`src/rtl/cbfd_pkg.sv`:
```
// Shared types, constants and the frame decode function of the CAN button frame decoder.
// Used by the decoder top level and its port checker; depends on nothing else.
package cbfd_pkg;

	typedef logic [12:0] code_t;

	localparam code_t IDLE_CODE = 13'd4444;
	localparam code_t BTN_50    = 13'd50;
	localparam code_t BTN_100   = 13'd100;
	localparam code_t BTN_150   = 13'd150;
	localparam code_t BTN_200   = 13'd200;
	localparam code_t BTN_250   = 13'd250;
	localparam code_t BTN_300   = 13'd300;
	localparam code_t BTN_350   = 13'd350;
	localparam code_t BTN_400   = 13'd400;

	// Vehicle layouts.
	localparam logic [1:0] VSEL_A = 2'd1;
	localparam logic [1:0] VSEL_B = 2'd2;

	localparam logic [3:0] LEN_A = 4'd4;
	localparam logic [3:0] LEN_B = 4'd2;

	// Configuration register indexes.
	localparam logic REG_VEHICLE_SELECT  = 1'b0;
	localparam logic REG_BUTTON_FRAME_ID = 1'b1;

	// Layout A data codes.
	localparam logic [7:0] A_RELEASE  = 8'h00;
	localparam logic [7:0] A_B50      = 8'h15;
	localparam logic [7:0] A_B100     = 8'h16;
	localparam logic [7:0] A_B150     = 8'h13;
	localparam logic [7:0] A_ENCODER  = 8'h12;
	localparam logic [7:0] A_ENC_UP   = 8'h01;
	localparam logic [7:0] A_ENC_DOWN = 8'h0F;
	localparam logic [7:0] A_B300     = 8'h14;

	// Layout B data codes.
	localparam logic [7:0] B_GROUP1   = 8'h39;
	localparam logic [7:0] B_GROUP2   = 8'h3A;
	localparam logic [7:0] B_GROUP3   = 8'h3C;
	localparam logic [7:0] B_GROUP4   = 8'h3B;
	localparam logic [7:0] B_RELEASE  = 8'h00;
	localparam logic [7:0] B_B50      = 8'h0B;
	localparam logic [7:0] B_B100     = 8'h1C;
	localparam logic [7:0] B_B150     = 8'h0C;
	localparam logic [7:0] B_ENC_UP   = 8'h08;
	localparam logic [7:0] B_ENC_DOWN = 8'h06;
	localparam logic [7:0] B_B300     = 8'h2A;
	localparam logic [7:0] B_B350     = 8'h07;

	typedef enum logic [1:0] {
		ACT_NONE,
		ACT_RELEASE,
		ACT_PRESS,
		ACT_ENCODER
	} act_t;

	typedef struct packed {
		act_t  act;
		code_t code;
	} dec_t;

	// Classifies the data bytes of a frame that already matched identifier and length.
	function automatic dec_t decode_frame(input logic [1:0] vsel, input logic [7:0] b0,
			input logic [7:0] b1, input logic [7:0] b2);
		dec_t d;
		d.act  = ACT_NONE;
		d.code = IDLE_CODE;
		if (vsel == VSEL_A) begin
			if (b0 == A_RELEASE) begin
				d.act = ACT_RELEASE;
			end else if (b0 == A_B50) begin
				d.act = ACT_PRESS; d.code = BTN_50;
			end else if (b0 == A_B100) begin
				d.act = ACT_PRESS; d.code = BTN_100;
			end else if (b0 == A_B150) begin
				d.act = ACT_PRESS; d.code = BTN_150;
			end else if (b0 == A_ENCODER && b2 == A_ENC_UP) begin
				d.act = ACT_ENCODER; d.code = BTN_200;
			end else if (b0 == A_ENCODER && b2 == A_ENC_DOWN) begin
				d.act = ACT_ENCODER; d.code = BTN_250;
			end else if (b0 == A_B300) begin
				d.act = ACT_PRESS; d.code = BTN_300;
			end
		end else if (vsel == VSEL_B) begin
			if (b0 == B_GROUP1 && b1 == B_RELEASE) begin
				d.act = ACT_RELEASE;
			end else if (b0 == B_GROUP1 && b1 == B_B50) begin
				d.act = ACT_PRESS; d.code = BTN_50;
			end else if (b0 == B_GROUP2 && b1 == B_B100) begin
				d.act = ACT_PRESS; d.code = BTN_100;
			end else if (b0 == B_GROUP1 && b1 == B_B150) begin
				d.act = ACT_PRESS; d.code = BTN_150;
			end else if (b0 == B_GROUP1 && b1 == B_ENC_UP) begin
				d.act = ACT_ENCODER; d.code = BTN_200;
			end else if (b0 == B_GROUP1 && b1 == B_ENC_DOWN) begin
				d.act = ACT_ENCODER; d.code = BTN_250;
			end else if (b0 == B_GROUP3 && b1 == B_B300) begin
				d.act = ACT_PRESS; d.code = BTN_300;
			end else if (b0 == B_GROUP1 && b1 == B_B350) begin
				d.act = ACT_PRESS; d.code = BTN_350;
			end else if (b0 == B_GROUP4 && b1 == B_RELEASE) begin
				d.act = ACT_PRESS; d.code = BTN_400;
			end
		end
		return d;
	endfunction

endpackage

```
`src/rtl/can_button_frame_decoder.sv`:
```
// Top level of the CAN steering-wheel button frame decoder.
// Depends on cbfd_pkg for codes, types and the data byte decode function.
//
// Channel  Direction  Handshake                 Payload
// s_       in         s_tvalid / s_tready       s_tdata frame fields, s_tuser is_standard
// m_       out        m_tvalid / m_tready       m_tdata button_code, pressed; m_tlast last
// cfg_     in         cfg_we (no wait)          cfg_index, cfg_wdata
//
// A frame is taken into the input register and decoded there against the held
// button; its zero to three events move into an event register at once when that register
// is empty or hands over its final event in the same cycle.
// The output then delivers one event per cycle while m_tready is high.
// Reset clears the held button to 0, both registers to empty and the configuration to 0.
// While m_tready is low the current event holds and one more frame may wait decoded.
module can_button_frame_decoder (
	input  logic        clk,
	input  logic        arst_n,
	input  logic        s_tvalid,
	output logic        s_tready,
	// frame_length[3:0], frame_id[32:4], byte0[40:33], byte1[48:41], byte2[56:49], zeros
	input  logic [63:0] s_tdata,
	// is_standard[0]
	input  logic [0:0]  s_tuser,
	output logic        m_tvalid,
	input  logic        m_tready,
	// button_code[12:0], pressed[13], zeros
	output logic [15:0] m_tdata,
	output logic        m_tlast,
	input  logic        cfg_we,
	input  logic        cfg_index,
	input  logic [10:0] cfg_wdata
);
	import cbfd_pkg::*;

	logic [1:0]  vehicle_select_q;
	logic [10:0] button_frame_id_q;
	code_t       held_q;

	// Input register.
	logic        valid_s1;
	logic        std_s1;
	logic [3:0]  len_s1;
	logic [28:0] id_s1;
	logic [7:0]  b0_s1;
	logic [7:0]  b1_s1;
	logic [7:0]  b2_s1;

	// Event register: up to three events of one frame.
	code_t       ev_code_q [3];
	logic        ev_pr_q   [3];
	logic [1:0]  ev_cnt_q;
	logic [1:0]  ev_idx_q;

	dec_t        dec;
	logic        match;
	code_t       nx_code   [3];
	logic        nx_pr     [3];
	logic [1:0]  nx_cnt;
	code_t       nx_held;
	logic        out_fire;
	logic        finishing;
	logic        advance;

	always_comb begin
		match = valid_s1 && std_s1 && (id_s1 == {18'd0, button_frame_id_q}) &&
			((vehicle_select_q == VSEL_A && len_s1 == LEN_A) ||
			 (vehicle_select_q == VSEL_B && len_s1 == LEN_B));
		dec = decode_frame(vehicle_select_q, b0_s1, b1_s1, b2_s1);
		nx_cnt  = 2'd0;
		nx_held = held_q;
		nx_code[0] = dec.code;  nx_pr[0] = 1'b1;
		nx_code[1] = dec.code;  nx_pr[1] = 1'b0;
		nx_code[2] = IDLE_CODE; nx_pr[2] = 1'b0;
		if (match) begin
			case (dec.act)
				ACT_RELEASE: begin
					// Release only when a button other than idle is held.
					if (held_q != IDLE_CODE) begin
						nx_cnt     = 2'd2;
						nx_code[0] = held_q;
						nx_pr[0]   = 1'b0;
						nx_code[1] = IDLE_CODE;
						nx_held    = IDLE_CODE;
					end
				end
				ACT_PRESS: begin
					nx_cnt  = 2'd1;
					nx_held = dec.code;
				end
				ACT_ENCODER: begin
					nx_cnt  = 2'd3;
					nx_held = IDLE_CODE;
				end
				default: begin
					nx_cnt = 2'd0;
				end
			endcase
		end
	end

	assign m_tvalid  = (ev_cnt_q != 2'd0);
	assign m_tlast   = (ev_idx_q == ev_cnt_q - 2'd1);
	assign m_tdata   = {2'b00, ev_pr_q[ev_idx_q], ev_code_q[ev_idx_q]};
	assign out_fire  = m_tvalid && m_tready;
	assign finishing = out_fire && m_tlast;
	assign advance   = valid_s1 && (!m_tvalid || finishing);
	assign s_tready  = !valid_s1 || advance;

	always_ff @(posedge clk or negedge arst_n) begin
		if (!arst_n) begin
			vehicle_select_q  <= 2'd0;
			button_frame_id_q <= 11'd0;
		end else if (cfg_we) begin
			case (cfg_index)
				REG_VEHICLE_SELECT:  vehicle_select_q  <= cfg_wdata[1:0];
				REG_BUTTON_FRAME_ID: button_frame_id_q <= cfg_wdata;
				default:             vehicle_select_q  <= vehicle_select_q;
			endcase
		end
	end

	always_ff @(posedge clk or negedge arst_n) begin
		if (!arst_n) begin
			valid_s1 <= 1'b0;
		end else if (s_tready) begin
			valid_s1 <= s_tvalid;
		end
	end

	always_ff @(posedge clk) begin
		if (s_tready && s_tvalid) begin
			std_s1 <= s_tuser[0];
			len_s1 <= s_tdata[3:0];
			id_s1  <= s_tdata[32:4];
			b0_s1  <= s_tdata[40:33];
			b1_s1  <= s_tdata[48:41];
			b2_s1  <= s_tdata[56:49];
		end
	end

	always_ff @(posedge clk or negedge arst_n) begin
		if (!arst_n) begin
			held_q   <= '0;
			ev_cnt_q <= 2'd0;
			ev_idx_q <= 2'd0;
		end else if (advance) begin
			held_q   <= nx_held;
			ev_cnt_q <= nx_cnt;
			ev_idx_q <= 2'd0;
		end else if (finishing) begin
			ev_cnt_q <= 2'd0;
			ev_idx_q <= 2'd0;
		end else if (out_fire) begin
			ev_idx_q <= ev_idx_q + 2'd1;
		end
	end

	always_ff @(posedge clk) begin
		if (advance) begin
			for (int i = 0; i < 3; i++) begin
				ev_code_q[i] <= nx_code[i];
				ev_pr_q[i]   <= nx_pr[i];
			end
		end
	end

endmodule

```
`config.mk`:
```
export PLATFORM = sky130hd
export DESIGN_NAME = can_button_frame_decoder
export DESIGN_NICKNAME = d
export VERILOG_FILES = /design/src/rtl/cbfd_pkg.sv /design/src/rtl/can_button_frame_decoder.sv
export SDC_FILE = /design/constraint.sdc
export NUM_CORES = 1
export LEC_CHECK = 0
export BUFFER_PORTS_ARGS = -buffer_cell sky130_fd_sc_hd__clkbuf_2
export CAP_MARGIN = 20
export CORE_MARGIN = 2
export CORE_UTILIZATION = 34
export DETAILED_ROUTE_END_ITERATION = 10
export MAX_ROUTING_LAYER = met4
export PLACE_DENSITY = 0.52
export SYNTH_ARGS = -nofsm -noshare
export SYNTH_HDL_FRONTEND = slang
export SYNTH_SLANG_ARGS = --single-unit
export TNS_END_PERCENT = 30
```
`constraint.sdc`:
```
create_clock -name clk -period 9.5 [get_ports clk]
set_input_delay 0.95 -clock clk [delete_from_list [all_inputs] [get_ports clk]]
set_output_delay 0.95 -clock clk [all_outputs]
set_load 0.02 [all_outputs]
```
==> reports/qor.txt <==
Register-to-Register Path Depth -> 7
Mapped Avg Cell Area -> 13.0 sq um
routed via count -> 3021
endpoint arrival time on the critical path -> 2300 ps
clock period minus final worst setup slack -> 3250 ps
number of enable flip-flop cells after synthesis -> 77
final-report hold violation count -> 0
main flop type after synthesis -> edfxtp_1
total power after layout -> 945 uW
cell area after placement -> 5310 sq um
worst endpoint required time -> 8550 ps
Worst R2R Start -> b0_s1[0]
maximum buffer depth of the clock tree -> 2
Least-Margin Pin Slew -> 807 ps
start point of the worst min-delay path -> ev_cnt_q[1]
yosys synthesis warning count -> 0
via count of the first global-routing pass -> 3046
total of hold buffers inserted after clock tree synthesis -> 0
part of the Yosys area used for sequential elements -> 63.6%
number of distinct library cells after synthesis -> 60
synthesized instance count -> 360
maximum number of pins on one net before global-route repair -> 59
achievable frequency -> 0.308 GHz
Clk Tree Root Cell -> clkbuf_16
headroom to the max-slew limit -> 45.4%
power density cells -> 170 nW/um^2
GPL Wtd Cong -> 0.858
IO buf count -> 87
final setup violation count -> 0
Antenna Diode Count -> 0
CP Max Fanout -> 22
setup repair after global routing missed its margin -> no
Fin Hold WS -> 495 ps
number of pins exceeding their max-slew limit in the final report -> 0
kind of start point of the critical path -> flop
global-route congestion overflow total -> 0
final setup TNS -> 0 ps
NumNets Final -> 531
number of antenna violations at the first check in global routing -> 0
share of the clock period used by the worst path -> 34.2%
All-Layer GR Usage -> 13.7%
flip-flop and latch count after synthesis -> 104
remaining antenna violation count -> 0
leakage power -> 0.00207 uW
CTS clock-pin slew for the worst setup and hold paths -> 70 ps
Die Span X -> 122 um
max_cap viols -> 0
number of ports placed on the die boundary -> 101
Post-Route WL -> 9090 um
clock insertion delay at the later pin of the skew report -> 340 ps
detailed-routing iteration count for the pre-antenna-repair pass -> 4
HPWL after DPL -> 6680 um
# DRC -> 0
area added between synthesis and finish -> 18.7%
timing startpoint of the critical path -> ev_idx_q[0]
nature of the critical path endpoint -> output pin
most frequent standard cell in the layout excluding fill and tap cells -> clkbuf_2
buffers inserted by post-CTS timing repair -> 0
number of standard-cell rows in the floorplan -> 42
Core Area -> 13300 sq um
kind of path behind the tightest hold check -> flop to flop
wire length of the first global-routing pass -> 15000 um
die area -> 14800 sq um
CTS tree -> yes
share of cells above drive strength 1 -> 30.5%
outcome -> finished, final reports clean
area of the mapped netlist -> 4700 sq um
effective utilization at floorplan -> 35.2%
post-DR vias/cell -> 4.80
number of gates resized after CTS -> 0
CTS sink count -> 104
H-tree depth -> 3
skew final -> 7.73 ps
fraction of registers with async set or reset after synthesis -> 26.0%
Die Y-Extent -> 122 um
cell depth of the worst min-delay path -> 2
critical path start-end classification -> flop to output pin
number of clock buffers inserted by TritonCTS -> 9
worst voltage drop across the vdd grid -> 0.000123 V
routed length per placed instance -> 14.4 um
commonest cells after routing, fill and taps aside -> clkbuf_2, edfxtp_1, dfrtp_1
starting DRC count in detailed routing -> 166
Finished Cell Area -> 5570 sq um
==> cells by family after synthesis <==
kind of cell | count (synthesis) | share of synthesized area [%]
DFF | 104 | 63.6
and+or+nand+nor | 113 | 14.4
buffers and inverters | 34 | 3.22
xor gates and xnor gates | 13 | 2.42
muxes | 20 | 4.82
AOI/OAI and AO/OA | 74 | 11.1
adders and majority gates | 1 | 0.266
other | 1 | 0.0799
==> sequential cells by signal, indices dropped and copies added, names as in the netlist <==
name / count
vehicle_select_q: 2
held_q: 9
b1_s1: 8
ev_pr_q: 1
valid_s1: 1
len_s1: 4
ev_idx_q: 2
b0_s1: 8
b2_s1: 8
ev_code_q: 18
ev_cnt_q: 2
id_s1: 29
button_frame_id_q: 11
std_s1: 1
==> metal layers <==
metal,track usage [%],up-vias,part of all wire (%)
met5,-,-,0
met4,3.81,0,0.96
met3,3.81,6,5.3
met2,21.2,81,47
met1,17.8,1424,47
li1,-,1510,-
==> critical path: stages (launching register included) <==
cell	delay (ps)
dfrtp_1	820
xnor2_1	150
or3b_2	500
and3_1	250
inv_1	70
clkbuf_2	160
==> power breakdown <==
group / total, uW / leakage (uW) / switching (uW) / internal, uW
sequential: 540 / 0.00104 / 19.3 / 521
clock: 332 / 0.000126 / 155 / 177
combinational: 72.7 / 0.000901 / 35.7 / 37.1
==> synth_stat cells (3+ instances only) <==
master     n  area [sq um]
a211o_1    6          52.6
a21oi_1   23           115
buf_4      6          45.0
clkbuf_1   9          33.8
dfrtp_1   27           676
edfxtp_1  77          2310
inv_1     16          60.1
mux2_2    13           146
mux2i_1    5          50.1
nand2_1   15          56.3
nand3_1    7          35.0
nand4_1    7          43.8
nor2_1    22          82.6
nor2b_1   15          93.8
nor3_1     5          25.0
nor3b_1    3          22.5
nor4_1     5          31.3
nor4b_1    4          35.0
nor4bb_1   3          30.0
o21a_1     7          52.6
o21ai_0   12          60.1
o22a_1     3          26.3
o22ai_1    5          31.3
or2_2      5          31.3
or3_1      3          18.8
xnor2_1   13           114
==> area by class of cell <==
| class | instances | area (sq um) |
|---|---|---|
| multi-input cells | 227 | 1580 |
| well taps | 176 | 220 |
| fillers | 1291 | 7780 |
| repair buffers | 89 | 450 |
| flip-flops and latches | 104 | 2990 |
| inverters | 17 | 63.8 |
| clock inverters | 5 | 33.8 |
| clock buffers | 11 | 233 |
==> worst paths after layout <==
path | to | slack, ps
min in group asynchronous | button_frame_id_q[2] | 660
setup / recovery | s_tready | 6250
setup reg to reg | ev_code_q[0][7] | 6420
hold reg to reg | ev_cnt_q[1] | 500
max in group asynchronous | held_q[3] | 8380
hold / removal | ev_cnt_q[1] | 500
==> stage by stage <==
| stage | cells | worst slack (ps) | utilization (%) |
|---|---|---|---|
| after floorplan | 365 | 4810 | - |
| after global placement | 613 | 6450 | 39.7 |
| after detailed placement | 613 | 6420 | 39.7 |
| after CTS | 629 | 6220 | 41.7 |
| after global routing | 629 | 6090 | 41.7 |
| final | 629 | 6250 | 41.7 |
(Power assumes the default switching activity.)
